**config.mk**
```make
export PLATFORM = sky130hd
export DESIGN_NAME = rounded_corner_pixel_clip
export DESIGN_NICKNAME = d
export VERILOG_FILES = /design/src/hw/rtl/rcpc_pkg.sv /design/src/hw/rtl/rounded_corner_pixel_clip.sv /design/src/hw/rtl/rcpc_corner.sv
export SDC_FILE = /design/constraint.sdc
export NUM_CORES = 1
export LEC_CHECK = 0
export BUFFER_PORTS_ARGS = -buffer_cell sky130_fd_sc_hd__buf_2
export CAP_MARGIN = 30
export CORE_MARGIN = 3
export CORE_UTILIZATION = 50
export DETAILED_ROUTE_END_ITERATION = 12
export GPL_TIMING_DRIVEN = 1
export HOLD_SLACK_MARGIN = 0.08
export PLACE_DENSITY = 0.7
export SYNTH_ARGS = -nofsm -noshare
export SYNTH_HDL_FRONTEND = slang
export SYNTH_SLANG_ARGS = --single-unit
```
**constraint.sdc**
```tcl
create_clock -name clk -period 6.4 [get_ports clk]
set_clock_uncertainty 0.05 [all_clocks]
set_input_delay 0 -clock clk [delete_from_list [all_inputs] [get_ports clk]]
set_output_delay 0 -clock clk [all_outputs]
set_load 0.01 [all_outputs]
```
**src/hw/rtl/rcpc_pkg.sv**
```systemverilog
// shared types and constants for the rounded corner pixel clip
`timescale 1ns / 1ps
`default_nettype none
package rcpc_pkg;

  // largest tile edge in pixels
  localparam int MAX_TILE   = 16;
  localparam int CNT_W      = $clog2(MAX_TILE);
  localparam int TILE_W     = 5;
  // compare width for tile limits, holds MAX_TILE and any 5 bit size
  localparam int CMP_W      = TILE_W + CNT_W;
  // button-relative position, signed
  localparam int POS_W      = 12;
  localparam int SCR_W      = 11;
  localparam int RGB_W      = 16;
  localparam int RAD_W      = 8;
  localparam int CFG_IDX_W  = 3;
  localparam int CFG_DATA_W = 10;

  typedef enum logic [CFG_IDX_W-1:0] {
    CFG_OFS_X  = 3'd0,
    CFG_OFS_Y  = 3'd1,
    CFG_WIDTH  = 3'd2,
    CFG_HEIGHT = 3'd3,
    CFG_RADIUS = 3'd4,
    CFG_LEFT   = 3'd5,
    CFG_TOP    = 3'd6
  } cfg_idx_t;

  typedef struct packed {
    logic [8:0]       width;
    logic [8:0]       height;
    logic [RAD_W-1:0] radius;
    logic [9:0]       left;
    logic [9:0]       top;
  } geom_cfg_t;

  typedef struct packed {
    logic [POS_W-1:0] rx;
    logic [POS_W-1:0] ry;
    logic [RGB_W-1:0] rgb;
    logic             last;
  } pos_t;

  typedef struct packed {
    logic             in_rect;
    logic             corner;
    logic [RAD_W-1:0] dx;
    logic [RAD_W-1:0] dy;
    logic [SCR_W-1:0] sx;
    logic [SCR_W-1:0] sy;
    logic [RGB_W-1:0] rgb;
    logic             last;
  } geo_t;

endpackage
`default_nettype wire

```
**src/hw/rtl/rounded_corner_pixel_clip.sv**
```systemverilog
// top level: config registers, tile counters, position stage and corner clip
// path: an input transaction is registered in the position, geometry and result stages before the out_ ports
// throughput: one pixel per cycle, each stage moves on when the next is free
// in_stall rises only when all three stages hold data and out_stall is high
// reset (synchronous, rst_n low): pipeline empties, counters clear,
// registers return to offsets 0, size 100 x 100, radius 0, screen origin 0
`timescale 1ns / 1ps
`default_nettype none
module rounded_corner_pixel_clip
  import rcpc_pkg::*;
(
  input  wire logic                  clk,
  input  wire logic                  rst_n,
  input  wire logic                  cfg_we,
  input  wire logic [CFG_IDX_W-1:0]  cfg_index,
  input  wire logic [CFG_DATA_W-1:0] cfg_wdata,
  input  wire logic                  in_valid,
  output logic                       in_stall,
  input  wire logic [9:0]            in_tile_origin_x,
  input  wire logic [9:0]            in_tile_origin_y,
  input  wire logic [TILE_W-1:0]     in_tile_cols,
  input  wire logic [TILE_W-1:0]     in_tile_rows,
  input  wire logic [RGB_W-1:0]      in_pixel_rgb,
  output logic                       out_valid,
  input  wire logic                  out_stall,
  output logic                       out_draw_enable,
  output logic [SCR_W-1:0]           out_screen_x,
  output logic [SCR_W-1:0]           out_screen_y,
  output logic [RGB_W-1:0]           out_rgb,
  output logic                       out_tile_last
);

  logic [8:0]       ofs_x_r;
  logic [8:0]       ofs_y_r;
  geom_cfg_t        geom_r;

  logic [CNT_W-1:0] col_r, col_nxt;
  logic [CNT_W-1:0] row_r, row_nxt;
  logic             pos_v_r;
  pos_t             pos_r;
  pos_t             pos_nxt;
  logic             pos_rdy, geo_rdy, accept;
  logic [CMP_W-1:0] lim_c, lim_r;
  logic             end_row, end_tile;

  function automatic logic [CMP_W-1:0] tile_limit(input logic [TILE_W-1:0] n);
    logic [CMP_W-1:0] w;
    w = CMP_W'(n);
    if (w == '0) begin
      w = CMP_W'(1);
    end else if (w > CMP_W'(MAX_TILE)) begin
      w = CMP_W'(MAX_TILE);
    end
    return w - CMP_W'(1);
  endfunction

  always_ff @(posedge clk) begin
    if (!rst_n) begin
      ofs_x_r       <= '0;
      ofs_y_r       <= '0;
      geom_r.width  <= 9'd100;
      geom_r.height <= 9'd100;
      geom_r.radius <= '0;
      geom_r.left   <= '0;
      geom_r.top    <= '0;
    end else if (cfg_we) begin
      unique case (cfg_index)
        CFG_OFS_X:  ofs_x_r       <= cfg_wdata[8:0];
        CFG_OFS_Y:  ofs_y_r       <= cfg_wdata[8:0];
        CFG_WIDTH:  geom_r.width  <= cfg_wdata[8:0];
        CFG_HEIGHT: geom_r.height <= cfg_wdata[8:0];
        CFG_RADIUS: geom_r.radius <= cfg_wdata[RAD_W-1:0];
        CFG_LEFT:   geom_r.left   <= cfg_wdata;
        CFG_TOP:    geom_r.top    <= cfg_wdata;
        default: ;
      endcase
    end
  end

  assign pos_rdy  = !pos_v_r || geo_rdy;
  assign in_stall = !pos_rdy;
  assign accept   = in_valid && pos_rdy;

  // a counter at or past the limit ends the row even if the size shrank mid-tile
  always_comb begin
    lim_c    = tile_limit(in_tile_cols);
    lim_r    = tile_limit(in_tile_rows);
    end_row  = CMP_W'(col_r) >= lim_c;
    end_tile = end_row && (CMP_W'(row_r) >= lim_r);
    col_nxt  = end_row ? '0 : col_r + CNT_W'(1);
    row_nxt  = end_tile ? '0 : (end_row ? row_r + CNT_W'(1) : row_r);

    pos_nxt.rx   = {{(POS_W-9){ofs_x_r[8]}}, ofs_x_r}
                 + {{(POS_W-10){1'b0}}, in_tile_origin_x}
                 + {{(POS_W-CNT_W){1'b0}}, col_r};
    pos_nxt.ry   = {{(POS_W-9){ofs_y_r[8]}}, ofs_y_r}
                 + {{(POS_W-10){1'b0}}, in_tile_origin_y}
                 + {{(POS_W-CNT_W){1'b0}}, row_r};
    pos_nxt.rgb  = in_pixel_rgb;
    pos_nxt.last = end_tile;
  end

  always_ff @(posedge clk) begin
    if (!rst_n) begin
      col_r   <= '0;
      row_r   <= '0;
      pos_v_r <= 1'b0;
    end else begin
      if (accept) begin
        col_r <= col_nxt;
        row_r <= row_nxt;
      end
      if (pos_rdy) begin
        pos_v_r <= in_valid;
      end
    end
  end

  always_ff @(posedge clk) begin
    if (pos_rdy) begin
      pos_r <= pos_nxt;
    end
  end

  rcpc_corner u_corner (
    .clk             (clk),
    .rst_n           (rst_n),
    .pos_valid       (pos_v_r),
    .pos             (pos_r),
    .pos_rdy         (geo_rdy),
    .geom            (geom_r),
    .out_valid       (out_valid),
    .out_stall       (out_stall),
    .out_draw_enable (out_draw_enable),
    .out_screen_x    (out_screen_x),
    .out_screen_y    (out_screen_y),
    .out_rgb         (out_rgb),
    .out_tile_last   (out_tile_last)
  );

endmodule
`default_nettype wire

```
**src/hw/rtl/rcpc_corner.sv**
```systemverilog
// rectangle and rounded corner test, two pipeline stages up to the result register
`timescale 1ns / 1ps
`default_nettype none
module rcpc_corner
  import rcpc_pkg::*;
(
  input  wire logic             clk,
  input  wire logic             rst_n,
  input  wire logic             pos_valid,
  input  wire pos_t             pos,
  output logic                  pos_rdy,
  input  wire geom_cfg_t        geom,
  output logic                  out_valid,
  input  wire logic             out_stall,
  output logic                  out_draw_enable,
  output logic [SCR_W-1:0]      out_screen_x,
  output logic [SCR_W-1:0]      out_screen_y,
  output logic [RGB_W-1:0]      out_rgb,
  output logic                  out_tile_last
);

  localparam int GW = POS_W + 1;

  logic              geo_v_r;
  geo_t              geo_r;
  geo_t              geo_nxt;
  logic              geo_rdy;
  logic              res_rdy;

  logic              draw_nxt;
  logic              out_valid_r;
  logic              draw_r;
  logic [SCR_W-1:0]  sx_r;
  logic [SCR_W-1:0]  sy_r;
  logic [RGB_W-1:0]  rgb_r;
  logic              last_r;

  logic signed [GW-1:0] rxe, rye, bwe, bhe, re, one;
  logic signed [GW-1:0] dxw, dyw;
  logic                 left, right, top, bottom, in_x, in_y;
  logic [2*RAD_W-1:0]   sq_x, sq_y, r2;
  logic [2*RAD_W:0]     dist2;

  assign res_rdy = !out_valid_r || !out_stall;
  assign geo_rdy = !geo_v_r || res_rdy;
  assign pos_rdy = geo_rdy;

  // stage 2: position against rectangle and corner squares
  always_comb begin
    rxe    = $signed({pos.rx[POS_W-1], pos.rx});
    rye    = $signed({pos.ry[POS_W-1], pos.ry});
    bwe    = $signed({{(GW-9){1'b0}}, geom.width});
    bhe    = $signed({{(GW-9){1'b0}}, geom.height});
    re     = $signed({{(GW-RAD_W){1'b0}}, geom.radius});
    one    = $signed(GW'(1));
    left   = rxe < re;
    right  = rxe >= bwe - re;
    top    = rye < re;
    bottom = rye >= bhe - re;
    in_x   = !rxe[GW-1] && (rxe < bwe);
    in_y   = !rye[GW-1] && (rye < bhe);
    // corner priority reduces to: left form wins in x, top form wins in y
    dxw    = left ? (re - rxe) : (rxe - (bwe - one - re));
    dyw    = top  ? (re - rye) : (rye - (bhe - one - re));
    geo_nxt.in_rect = in_x && in_y;
    geo_nxt.corner  = (left || right) && (top || bottom);
    geo_nxt.dx      = dxw[RAD_W-1:0];
    geo_nxt.dy      = dyw[RAD_W-1:0];
    geo_nxt.sx      = SCR_W'(geom.left) + pos.rx[SCR_W-1:0];
    geo_nxt.sy      = SCR_W'(geom.top) + pos.ry[SCR_W-1:0];
    geo_nxt.rgb     = pos.rgb;
    geo_nxt.last    = pos.last;
  end

  always_ff @(posedge clk) begin
    if (!rst_n) begin
      geo_v_r <= 1'b0;
    end else if (geo_rdy) begin
      geo_v_r <= pos_valid;
    end
  end

  always_ff @(posedge clk) begin
    if (geo_rdy) begin
      geo_r <= geo_nxt;
    end
  end

  // stage 3: squared distance against squared radius
  always_comb begin
    sq_x     = (2*RAD_W)'(geo_r.dx) * (2*RAD_W)'(geo_r.dx);
    sq_y     = (2*RAD_W)'(geo_r.dy) * (2*RAD_W)'(geo_r.dy);
    r2       = (2*RAD_W)'(geom.radius) * (2*RAD_W)'(geom.radius);
    dist2    = {1'b0, sq_x} + {1'b0, sq_y};
    draw_nxt = geo_r.in_rect && (!geo_r.corner || (dist2 <= {1'b0, r2}));
  end

  always_ff @(posedge clk) begin
    if (!rst_n) begin
      out_valid_r <= 1'b0;
    end else if (res_rdy) begin
      out_valid_r <= geo_v_r;
    end
  end

  always_ff @(posedge clk) begin
    if (res_rdy) begin
      draw_r <= draw_nxt;
      sx_r   <= draw_nxt ? geo_r.sx : '0;
      sy_r   <= draw_nxt ? geo_r.sy : '0;
      rgb_r  <= geo_r.rgb;
      last_r <= geo_r.last;
    end
  end

  assign out_valid       = out_valid_r;
  assign out_draw_enable = draw_r;
  assign out_screen_x    = sx_r;
  assign out_screen_y    = sy_r;
  assign out_rgb         = rgb_r;
  assign out_tile_last   = last_r;

endmodule
`default_nettype wire

```
# Yosys cells after proc, flatten, opt, wreduce, memory -nomap -nowiden
# Cells that the tools add are included.
# Widths: inputs -> output; s select.
# classes
muxes	9
n_eq_ne	6
shifts	0
bitwise	0
order_cmp	11
addsub	21
reduce_logical	33
multipliers	3
div_mod_pow	0
# ops
op	count
$mul 8x8->16	3
$sub 8x8->8	6
$add 12x4->12	2
$add 9x11->12	2
$ge 12x10->1	2
$lt 12x10->1	2
$lt 12x9->1	2
$add 10x11->11	2
$mux 5	4
$sub 9x8->10	2
$ge 4x9->1	2
$sub 9x1->9 const B	2
$add 16x16->17	1
$le 17x16->1	1
$mux 8	2
$reduce_and 2->1	8
$sub 8x1->8 const B	2
$mux 4	3
$gt 5x5->1 const B	2
$logic_not 5->1	2
$eq 3x3->1 const B	3
$add 4x1->4 const B	2
$logic_not 1->1	8
$logic_and 1x1->1	7
5 further kinds	11
# totals
output_inout_bits	42
wordCells	112
regBits	213
mem_bits_rw	0
n_memories	0
latch_bits	0
rom_bits	0

# Logic depth before layout (Yosys ltp)
# Gate-level depths: netlist (run 1).
# logic_depth
ltp_word	8
mapped_depth	30

# Hierarchy
# From an unflattened synthesis (run 1), not the netlist that was laid out.
# hier_totals
hier_cells	1904
hier_area_um2	18691.7
# by_module_without_submodules
mod	cells_per_inst	n_inst	area_per_inst_um2
rcpc_corner	1332	1	13033.8
rounded_corner_pixel_clip	572	1	5657.9

# Worst setup path after synthesis (run 1)
# Ideal clock, no wire load.
# synth_path
path_type	reg-to-reg
startpoint	reg u_corner.geo_r[41] in the netlist's numbering
endpoint	reg u_corner.sx_r[10], in the netlist u_corner.out_screen_x[10] (data pin)
arrival_ns	6.714
setup_slack_ns	-0.617
setup_time_ns	0.253
period_less_slack_ns	7.017
n_path_buf	2
stages_incl_launch_ff	26
cell_sequence	edfxtp_1 > clkbuf_1 > nand2_1 > fa_1 > inv_1 > fa_1 > fa_1 > fa_1 > fa_1 > inv_1 > fa_1 > inv_1 > ha_1 > a21oi_1 > o21ai_1 > o31a_1 > o41ai_1 > xnor2_1 > ha_1 > nand2_1 > nor4_1 > a22oi_1 > a32o_1 > o211a_4 > buf_6 > and2_4
# synth_via
elab_chain_len	5
# synth_rtl
item	line_no	text
from (decl)	rcpc_corner.sv:25	geo_t geo_r;
from (signal assigned)	rcpc_corner.sv:85	geo_r <= geo_nxt;
$mul 8x8->16	rcpc_corner.sv:92	sq_y = (2*RAD_W)'(geo_r.dy) * (2*RAD_W)'(geo_r.dy);
$add 16x16->17	rcpc_corner.sv:94	dist2 = {1'b0, sq_x} + {1'b0, sq_y};
$le 17x16->1	rcpc_corner.sv:95	draw_nxt = geo_r.in_rect && (!geo_r.corner || (dist2 <= {1'b0, r2}));
$logic_or 1x1->1	rcpc_corner.sv:95	
$logic_and 1x1->1	rcpc_corner.sv:95	
to (signal assigned)	rcpc_corner.sv:109	sx_r <= draw_nxt ? geo_r.sx : '0;
to (decl)	rcpc_corner.sv:33	logic [SCR_W-1:0] sx_r;
# No other way between the ends.
# A chain may end at the register's enable or synchronous reset.

# Worst setup path in the final report (run 1)
# layout_path
startpoint	reg u_corner.geo_r[50] in the netlist's numbering
endpoint	reg u_corner.sy_r[3], in the netlist u_corner.out_screen_y[3] (data pin)
# layout_via
elab_chain_len	5
# layout_rtl
item	line_no	text
$mul 8x8->16	rcpc_corner.sv:91	sq_x = (2*RAD_W)'(geo_r.dx) * (2*RAD_W)'(geo_r.dx);
$add 16x16->17	rcpc_corner.sv:94	
$le 17x16->1	rcpc_corner.sv:95	
$logic_or 1x1->1	rcpc_corner.sv:95	
$logic_and 1x1->1	rcpc_corner.sv:95	
to (signal assigned)	rcpc_corner.sv:110	sy_r <= draw_nxt ? geo_r.sy : '0;
to (decl)	rcpc_corner.sv:34	logic [SCR_W-1:0] sy_r;
# No other way between the ends.

==> results.yml, run 1 <==
worst_setup_path:
  worst-endpoint-required_ns: 6.61
  criticalPathCategory: "reg2reg"
  cp_max_fo: 6
  cell_type_of_the_slowest_stage_on_the_worst_timing_path: "sky130_fd_sc_hd__fa_1"
  crit-reg2reg-capture: "u_corner.out_screen_y[3]"
  crit_arrival_ns: 7.24
  worst_r2r_path_depth: 27
  critPathCaptureType: "register"
  critical_path.startpoint: "u_corner.geo_r[50]"
  critPathMostFrequentCell: "sky130_fd_sc_hd__fa_1"
  cp-endpoint: "u_corner.out_screen_y[3]"
  critPathMaxStageDelay_ns: 0.55
  r2r_setup_slack_ns: -0.62
  r2r_startpoint: "u_corner.geo_r[50]"
  start_kind: "register"
final_layout:
  final.fill_count: 2953
  layout.cells.non_filler: 2583
  final_layout_size_suffix_gt1_share_pct: 16.4
  final_cell_area_um2: 21800
  finalNetCount: 2571
  final_common_cell: "sky130_fd_sc_hd__ha_1"
  antenna-diode-count: 0
  commonest_non_fill_non_tap_cells_in_the_layout: "sky130_fd_sc_hd__ha_1 (260), sky130_fd_sc_hd__inv_1 (242), sky130_fd_sc_hd__nand2_1 (200)"
  multi_input_area_um2: 11900
  area_growth_syn_to_layout_pct: 18.9
  finish.utilization_pct: 60.8
  layout.area.seq_um2: 5650
placement:
  gpl.final_weighted_congestion: 0.909
  dp.cells: 2452
  port_buffers: 105
  place.detailed.hpwl_mm: 34.0
  detailed_place.area_um2: 20000
clock_network:
  clk-insertion-delay-late_ns: 0.51
  tritoncts.num_buffers: 23
  cts.htree.levels: 1
  clock_tree.buffer_depth: 3
  clkTransAtPathRegs_ns: 0.06
  clockRootBuffer: "sky130_fd_sc_hd__clkbuf_16"
  numClockSinks: 213
  clock_tree_from_tritoncts: "yes"
status:
  failed_checks: "setup timing"
  outcome: "complete, but fails checks"
sta:
  finalHoldViolations: 0
  finalCriticalPeriod_ns: 7.02
  fmax_ghz: 0.142
  maxSlewViolCount: 0
  hold_slack_ns: 0.0995
  rsz_0062_raised_after_global_routing: "yes"
  final.setup.worst_slack_ns: -0.624
  worst_slew_pin_slew_ns: 1.00
  timing.final.crit_share_pct: 110
  relSlewSlack_pct: 33.1
  finalSetupViolCount: 23
drt:
  route.vias.total: 13800
  wl_cell_um: 17.0
  final_antenna_net_count: 0
  drt-total-wl_mm: 44.0
  detailedRoute.firstPassIterationCount: 5
  viasPerCell: 5.32
  dr.first_iter.drc_count: 840
  remaining_routing_drc_violations: 0
yosys:
  mapped_cells: 1828
  share_of_yosys_cell_area_claimed_by_the_top_area_cell_type_pct: 22.6
  yosys.area_share.simple_pct: 13.0
  synth_top_family_by_area: "adder cells"
  ys_async_sr_fraction_pct: 0
  yosys_most_used_dff: "sky130_fd_sc_hd__edfxtp_1"
  synth_enable_flop_cells: 138
  synthAdderAreaFrac_pct: 32.7
  syn_area_um2: 18300
  synth_fp_nets: 2293
  ys_seq_elements: 213
  synth_sequential_area_ratio_pct: 30.8
  synth-compound-area-share_pct: 11.1
  synth_area_leader_cell: "sky130_fd_sc_hd__edfxtp_1"
  syn_area_per_cell_um2: 10.0
  ys.warnings.count: 0
  synth-xor-area-share_pct: 5.41
  yosys.cell_types.count: 65
  netlist_top_cells_area: "sky130_fd_sc_hd__edfxtp_1 (23%), sky130_fd_sc_hd__ha_1 (18%), sky130_fd_sc_hd__fa_1 (14%)"
  mux_contribution_to_synthesized_area_pct: 1.00
floorplan:
  io_pins: 106
  num_rows: 69
  initial_core_util_pct: 51.2
  die_w_um: 197
  placeableCoreArea_um2: 35800
  dieArea_um2: 39000
  die_y_um: 197
grt:
  grt_pass1_vias: 13900
  total_routing_usage_gr_pct: 22.4
  grt_pass1_wl_mm: 70.7
  grt_overflow: 0
  grt_start_max_net_pins: 77
  initial_antenna_violation_count: 0
flow_run:
  max_cap_violations: 0
worst_hold_path:
  worstHoldPathType: "in2reg"
[logic make-up (layout without fill, tap and decap cells)]
logic type,after synthesis,in the layout
compound gates,305,308
xor+xnor,111,111
fa+ha+maj,401,401
buf+inv,285,576
flops,213,213
mux,18,18
simple gates,495,495
[worst min-delay path by stage]
stage,cells after the start,startpoint,to
final,4,in_tile_origin_y[3],pos_r[21]
after global routing,4,in_tile_origin_x[3],pos_r[33]
after CTS,4,in_tile_cols[4],pos_r[0]
after detailed placement,1,in_pixel_rgb[14],pos_r[15]
after global placement,1,in_pixel_rgb[13],pos_r[14]
after floorplan,0,in_pixel_rgb[9],pos_r[10]
[registers in the layout, indices dropped and copies added, names as in the netlist]
signal / cells
ofs_x_r: 9
u_corner.out_draw_enable: 1
u_corner.out_rgb: 16
u_corner.out_valid: 1
u_corner.out_screen_y: 11
geom_r: 46
col_r: 4
row_r: 4
ofs_y_r: 9
u_corner.out_tile_last: 1
u_corner.geo_v_r: 1
pos_v_r: 1
u_corner.out_screen_x: 11
pos_r: 41
u_corner.geo_r: 57
[layer usage]
layer / vias to the layer above / share of wire [%] / track usage (%)
met5: - / 0 / 0
met4: 0 / 2.8 / 5.54
met3: 81 / 4.8 / 2.61
met2: 313 / 47 / 38.0
met1: 6639 / 45 / 30.9
li1: 6718 / - / -
[worst max-delay path, delay by kind of cell, from the launching register on]
family                     cells  cell delay (ns)
xor gates and xnor gates       1             0.11
buffers and inverters          7             0.60
and+or+nand+nor                6             0.80
DFF                            1             0.43
adders and majority gates      8             3.51
AOI/OAI and AO/OA              5             1.28
[stage by stage]
step	setup TNS, ns	setup slack (ns)
3_5_place_dp	-15.35	-0.677
4_1_cts	-12.30	-0.573
6_report	-13.69	-0.624
5_1_grt	-17.98	-0.819
2_1_floorplan	-6.51	-0.305
3_3_place_gp	-11.17	-0.494
[cells in the mapped netlist (13+ instances only)]
master                     number
sky130_fd_sc_hd__nor3_1        26
sky130_fd_sc_hd__and2_4        19
sky130_fd_sc_hd__o21ai_0       29
sky130_fd_sc_hd__o21a_1        24
sky130_fd_sc_hd__or3_1         13
sky130_fd_sc_hd__ha_1         270
sky130_fd_sc_hd__edfxtp_1     138
sky130_fd_sc_hd__xor2_1        28
sky130_fd_sc_hd__inv_1        255
sky130_fd_sc_hd__nand3_1       17
sky130_fd_sc_hd__a21boi_1      64
sky130_fd_sc_hd__mux2i_1       15
sky130_fd_sc_hd__nor2_1        84
sky130_fd_sc_hd__dfxtp_1       75
sky130_fd_sc_hd__nand2b_1      30
sky130_fd_sc_hd__clkbuf_1      21
sky130_fd_sc_hd__xnor2_1       82
sky130_fd_sc_hd__a21o_1        17
sky130_fd_sc_hd__and2_1        42
sky130_fd_sc_hd__a21oi_1       67
sky130_fd_sc_hd__o21ai_1       37
sky130_fd_sc_hd__nand2_1      207
sky130_fd_sc_hd__o211ai_1      14
sky130_fd_sc_hd__nor2b_1       29
sky130_fd_sc_hd__fa_1         131
[final cells by class]
type	count	share of cell area, %
multi-input cells	1333	54.5
flip-flops and latches	213	25.9
clock buffers	28	2.77
repair buffers	276	9.11
inverters	259	4.46
clock inverters	13	0.574
well taps	461	2.65
[repair_timing]
action,CTS,global route
buffers inserted,20,16
pin swaps,67,57
resized for setup,21,27
hold buffers,52,0
gates cloned,3,0
endpoints found under the hold margin,111,0
endpoints found under the setup margin,23,23
Power of run 1 is not shown: default switching activity piles up to over one toggle a cycle in this logic, so the estimate is an artifact.
==> run 2, diff against run 1 <==
--- a/config.mk
+++ b/config.mk
@@ -13,6 +13,7 @@
 export GPL_TIMING_DRIVEN = 1
 export HOLD_SLACK_MARGIN = 0.08
 export PLACE_DENSITY = 0.7
+export RECOVER_POWER = 100
 export SYNTH_ARGS = -nofsm -noshare
 export SYNTH_HDL_FRONTEND = slang
 export SYNTH_SLANG_ARGS = --single-unit
==> constraint.sdc (replaced) <==
create_clock -name clk -period 6.4 [get_ports clk]
set_clock_uncertainty 0.05 [all_clocks]
set_input_delay 1.6 -clock clk [delete_from_list [all_inputs] [get_ports clk]]
set_output_delay 1.6 -clock clk [all_outputs]
set_load 0.01 [all_outputs]
==> run 2 against run 1 <==
Die area stayed put. Worst hold slack gained 0.27 ns. Worst setup slack improved by 0.14 ns. Clock-buffer cell count grew 2. Largest cell class unchanged. Critical endpoint is now u_corner.out_screen_x[4]. The flow finishes with violations (capacitance limit, slew limit, setup timing). Critical path type unchanged.
==> results.yml, run 2 (synthesized netlist as in run 1, its figures left out) <==
drt:
  final_antenna_net_count: 0
  drt-total-wl_mm: 42.6
  dr.first_iter.drc_count: 816
  detailedRoute.firstPassIterationCount: 6
  viasPerCell: 5.35
  wl_cell_um: 16.8
  remaining_routing_drc_violations: 0
  route.vias.total: 13500
sta:
  final.setup.worst_slack_ns: -0.488
  worst_slew_pin_slew_ns: 3.15
  hold_slack_ns: 0.367
  finalHoldViolations: 0
  maxSlewViolCount: 221
  rsz_0062_raised_after_global_routing: "yes"
  fmax_ghz: 0.145
  finalCriticalPeriod_ns: 6.89
  totalNegativeSetupSlack_ns: -10.71
  relSlewSlack_pct: -110
  finalSetupViolCount: 23
  timing.final.crit_share_pct: 108
placement:
  place.detailed.hpwl_mm: 33.5
  gpl.final_weighted_congestion: 0.924
  port_buffers: 105
worst_setup_path:
  criticalPathCategory: "reg2reg"
  cp_max_fo: 6
  crit_arrival_ns: 7.23
  critPathCaptureType: "register"
  worst-endpoint-required_ns: 6.74
  start_kind: "register"
final_layout:
  final_common_cell: "sky130_fd_sc_hd__ha_1"
  final_layout_size_suffix_gt1_share_pct: 13.0
  biggestRegsByFlops: "u_corner.geo_r: 57 flops, geom_r: 46 flops, pos_r: 41 flops"
  commonest_non_fill_non_tap_cells_in_the_layout: "sky130_fd_sc_hd__ha_1 (264), sky130_fd_sc_hd__inv_1 (249), sky130_fd_sc_hd__nand2_1 (200)"
  final.fill_count: 3040
  finalNetCount: 2512
  largest_register: "u_corner.geo_r"
  largest_register_ff_count: 57
  layout.area.seq_um2: 5650
  multi_input_area_um2: 11800
  area_growth_syn_to_layout_pct: 14.7
clock_network:
  clock_tree_from_tritoncts: "yes"
  cts_hold_buf: 0
  numClockSinks: 213
  clkTransAtPathRegs_ns: 0.06
  clk-insertion-delay-late_ns: 0.51
  clock_tree.buffer_depth: 3
  clockRootBuffer: "sky130_fd_sc_hd__clkbuf_16"
  cts.htree.levels: 1
  tritoncts.num_buffers: 22
status:
  outcome: "complete, but fails checks"
  failed_checks: "capacitance limit, slew limit, setup timing"
floorplan:
  die_w_um: 197
  io_pins: 106
  placeableCoreArea_um2: 35800
  die_y_um: 197
  num_rows: 69
  dieArea_um2: 39000
  initial_core_util_pct: 51.2
worst_hold_path:
  worstHoldPathType: "reg2reg"
grt:
  grt_overflow: 0
  total_routing_usage_gr_pct: 21.8
  grt_pass1_vias: 13500
  grt_pass1_wl_mm: 68.8
  grt_start_max_net_pins: 77
  initial_antenna_violation_count: 2
flow_run:
  max_cap_violations: 4
run 2: cell count changes in the layout (fill, tap and decap cells not counted), sizes merged:
cell         change
buf             -59
bufinv           -1
clkbuf          +55
clkinv           +1
diode            +3
dlygate4sd3     -52
inv              -3
run 2: layout make-up:
class / instances / share of cell area [%]
timing repair buffer: 218 / 6.21
inverter: 259 / 4.62
tap: 461 / 2.74
antenna: 3 / 0.0357
clock inverter: 10 / 0.440
sequential: 213 / 26.9
clock buffer: 30 / 2.91
multi-input combinational: 1333 / 56.2
run 2: final timing paths:
| path | from | to | slack (ns) | cells after the start |
|---|---|---|---|---|
| max | u_corner.geo_r[52] | u_corner.out_screen_x[4] | -0.49 | 25 |
| min | pos_r[10] | u_corner.geo_r[10] | 0.37 | 0 |
| min reg2reg | pos_r[10] | u_corner.geo_r[10] | 0.37 | 0 |
| max reg2reg | u_corner.geo_r[52] | u_corner.out_screen_x[4] | -0.49 | 25 |
run 2: worst max-delay path, cell delays in order, from the launching register on:
cell and delay [ns]:
sky130_fd_sc_hd__edfxtp_1 0.48, sky130_fd_sc_hd__and2_4 0.22, sky130_fd_sc_hd__fa_1 0.49, sky130_fd_sc_hd__inv_2 0.04
sky130_fd_sc_hd__fa_2 0.38, sky130_fd_sc_hd__fa_1 0.55, sky130_fd_sc_hd__inv_2 0.05, sky130_fd_sc_hd__fa_1 0.50
sky130_fd_sc_hd__fa_1 0.52, sky130_fd_sc_hd__inv_1 0.05, sky130_fd_sc_hd__fa_1 0.50, sky130_fd_sc_hd__inv_2 0.05
sky130_fd_sc_hd__ha_4 0.25, sky130_fd_sc_hd__a21oi_2 0.16, sky130_fd_sc_hd__o21ai_1 0.07, sky130_fd_sc_hd__o31a_1 0.33
sky130_fd_sc_hd__o41ai_2 0.27, sky130_fd_sc_hd__xnor2_1 0.12, sky130_fd_sc_hd__ha_1 0.32, sky130_fd_sc_hd__nand2_2 0.08
sky130_fd_sc_hd__nor4_4 0.29, sky130_fd_sc_hd__nand4_1 0.12, sky130_fd_sc_hd__o211ai_1 0.11, sky130_fd_sc_hd__a32o_2 0.30
sky130_fd_sc_hd__o211a_4 0.28, sky130_fd_sc_hd__and2_4 0.16
run 2: per-layer routing:
layer / share of wire [%] / track usage (%) / vias to the layer above
li1: - / - / 6616
met1: 46 / 30.3 / 6560
met2: 48 / 37.4 / 290
met3: 4.3 / 2.30 / 62
met4: 2.1 / 4.30 / 2
met5: 0.031 / 0 / -
run 2: through the flow:
stage	std cells	util (%)	area, um2	worst slack (ns)
6_report	2527	58.7	21000	-0.488
5_1_grt	2524	58.7	21000	-0.706
4_1_cts	2513	58.6	21000	-0.495
3_5_place_dp	2454	55.9	20000	-0.592
3_3_place_gp	2453	55.9	20000	-0.495
2_1_floorplan	1828	-	18400	-0.305
run 2: timing repair:
| item | 4_1_cts | 5_1_grt |
|---|---|---|
| resized for setup | 20 | 9 |
| endpoints found under the setup margin | 23 | 23 |
| buffers inserted | 16 | 10 |
| gates cloned | 3 | 0 |
| pin swaps | 47 | 38 |
Power of run 2 is left out for the same reason.
==> run 3, diff against run 2 <==
--- a/config.mk
+++ b/config.mk
@@ -12,7 +12,7 @@
 export DETAILED_ROUTE_END_ITERATION = 12
 export GPL_TIMING_DRIVEN = 1
 export HOLD_SLACK_MARGIN = 0.08
-export PLACE_DENSITY = 0.7
+export PLACE_DENSITY_LB_ADDON = 0.2
 export RECOVER_POWER = 100
 export SYNTH_ARGS = -nofsm -noshare
 export SYNTH_HDL_FRONTEND = slang
==> run 3 against run 2 <==
The run still ends with capacitance limit, slew limit, setup timing left. Critical endpoint is now u_corner.out_screen_x[2]. First-iteration DRC count down 7.8%. Fmax down 1.0%. Non-clock buffer count down 18. Sequential share of layout area up 0.24 points. Largest cell class unchanged.
==> results.yml, run 3 (synthesized netlist as in run 1, its figures left out) <==
status:
  outcome: "complete, but fails checks"
  failed_checks: "capacitance limit, slew limit, setup timing"
worst_setup_path:
  worst-endpoint-required_ns: 6.61
  start_kind: "register"
  critical_path.startpoint: "u_corner.geo_r[39]"
  r2r_setup_slack_ns: -0.56
  r2r_startpoint: "u_corner.geo_r[39]"
  crit-reg2reg-capture: "u_corner.out_screen_x[2]"
  cp-endpoint: "u_corner.out_screen_x[2]"
  criticalPathCategory: "reg2reg"
  critPathCaptureType: "register"
  cp_max_fo: 6
  crit_arrival_ns: 7.17
  worst_r2r_path_depth: 24
final_layout:
  final_cell_area_um2: 20800
  area_growth_syn_to_layout_pct: 13.7
  largest_register: "u_corner.geo_r"
  layout.area.seq_um2: 5650
  final.fill_count: 3134
  finalNetCount: 2494
  antenna-diode-count: 0
  layout.cells.non_filler: 2506
  largest_register_ff_count: 57
  final_common_cell: "sky130_fd_sc_hd__ha_1"
  multi_input_area_um2: 11800
  final_layout_size_suffix_gt1_share_pct: 12.0
  commonest_non_fill_non_tap_cells_in_the_layout: "sky130_fd_sc_hd__ha_1 (267), sky130_fd_sc_hd__inv_1 (251), sky130_fd_sc_hd__nand2_1 (202)"
  biggestRegsByFlops: "u_corner.geo_r: 57 flops, geom_r: 46 flops, pos_r: 41 flops"
drt:
  final_antenna_net_count: 0
  remaining_routing_drc_violations: 0
  viasPerCell: 5.30
  detailedRoute.firstPassIterationCount: 5
  route.vias.total: 13300
  drt-total-wl_mm: 43.0
  wl_cell_um: 17.2
  dr.first_iter.drc_count: 752
grt:
  grt_pass1_wl_mm: 68.3
  grt_start_max_net_pins: 77
  grt_pass1_vias: 13300
  total_routing_usage_gr_pct: 21.9
  grt_overflow: 0
  initial_antenna_violation_count: 1
sta:
  finalHoldViolations: 0
  finalCriticalPeriod_ns: 6.96
  worst_slew_pin_slew_ns: 3.10
  relSlewSlack_pct: -107
  finalSetupViolCount: 23
  fmax_ghz: 0.144
  maxSlewViolCount: 222
  final.setup.worst_slack_ns: -0.559
  hold_slack_ns: 0.363
  timing.final.crit_share_pct: 109
  rsz_0062_raised_after_global_routing: "yes"
placement:
  dp.cells: 2454
  dpl_worst_slack_ns: -0.592
  place.detailed.hpwl_mm: 34.3
  detailed_place.area_um2: 20000
  gpl.final_weighted_congestion: 0.931
  port_buffers: 105
clock_network:
  tritoncts.num_buffers: 23
  clk-insertion-delay-late_ns: 0.52
  clkTransAtPathRegs_ns: 0.06
  cts_hold_buf: 0
  cts.htree.levels: 1
  numClockSinks: 213
  clock_tree.buffer_depth: 3
  clock_tree_from_tritoncts: "yes"
  clockRootBuffer: "sky130_fd_sc_hd__clkbuf_16"
floorplan:
  die_y_um: 197
  io_pins: 106
  die_w_um: 197
  placeableCoreArea_um2: 35800
  num_rows: 69
  initial_core_util_pct: 51.2
  dieArea_um2: 39000
flow_run:
  max_cap_violations: 4
worst_hold_path:
  worstHoldPathType: "reg2reg"
==> run 3: how the worst min path moves through the flow <==
stage	from	cells past startpoint	endpoint	slack, ns
floorplan	pos_r[0]	0	u_corner.geo_r[0]	0.35
global placement	u_corner.geo_r[8]	0	u_corner.out_rgb[7]	0.35
detailed placement	pos_r[6]	0	u_corner.geo_r[6]	0.35
CTS	u_corner.geo_r[9]	0	u_corner.out_rgb[8]	0.37
global route	u_corner.geo_r[13]	0	u_corner.out_rgb[12]	0.38
finish	u_corner.geo_r[9]	0	u_corner.out_rgb[8]	0.36
==> run 3: cell type report <==
| class | count | share of cell area, % |
|---|---|---|
| Clock buffer | 31 | 3.00 |
| Tap cell | 461 | 2.77 |
| Timing Repair Buffer | 200 | 5.60 |
| Multi-Input combinational cell | 1332 | 56.4 |
| Inverter | 259 | 4.67 |
| Clock inverter | 10 | 0.432 |
| Sequential cell | 213 | 27.1 |
==> run 3: critical path: stages (launching register included) <==
cell and delay, ns:
sky130_fd_sc_hd__edfxtp_1 0.49, sky130_fd_sc_hd__and2_4 0.20, sky130_fd_sc_hd__fa_1 0.50, sky130_fd_sc_hd__inv_1 0.05, sky130_fd_sc_hd__fa_1 0.50, sky130_fd_sc_hd__fa_1 0.44
sky130_fd_sc_hd__fa_1 0.52, sky130_fd_sc_hd__fa_1 0.52, sky130_fd_sc_hd__fa_1 0.55, sky130_fd_sc_hd__inv_1 0.04, sky130_fd_sc_hd__ha_1 0.32, sky130_fd_sc_hd__o21a_1 0.12
sky130_fd_sc_hd__o31a_1 0.11, sky130_fd_sc_hd__o31a_1 0.28, sky130_fd_sc_hd__o211ai_1 0.22, sky130_fd_sc_hd__a21boi_2 0.09, sky130_fd_sc_hd__buf_4 0.15, sky130_fd_sc_hd__o41ai_4 0.24
sky130_fd_sc_hd__xnor2_1 0.17, sky130_fd_sc_hd__ha_1 0.27, sky130_fd_sc_hd__nand4_1 0.09, sky130_fd_sc_hd__o211ai_1 0.08, sky130_fd_sc_hd__a32o_2 0.32, sky130_fd_sc_hd__o211a_4 0.21
sky130_fd_sc_hd__and2_1 0.17
==> run 3: per-layer routing <==
layer,vias to the layer above,global-route usage [%],wire (um)
li1,6561,-,-
met2,277,35.8,19800
met5,-,0,13
met1,6357,31.3,19700
met3,78,2.46,1870
met4,2,5.94,1630
==> run 3: timing repair <==
item	in CTS	in global routing
gates cloned	0	2
pin swaps	1	13
hold endpoints to repair	0	0
resized for setup	5	17
buffers inserted	3	6
setup endpoints to repair	23	23
==> run 3: through the flow <==
step | TNS, ns | util [%]
6_report | -12.25 | 58.2
5_1_grt | -17.07 | 58.2
4_1_cts | -11.70 | 58.0
3_5_place_dp | -13.29 | 55.9
3_3_place_gp | -11.38 | 55.9
2_1_floorplan | -6.51 | -
Power of run 3 is left out for the same reason.
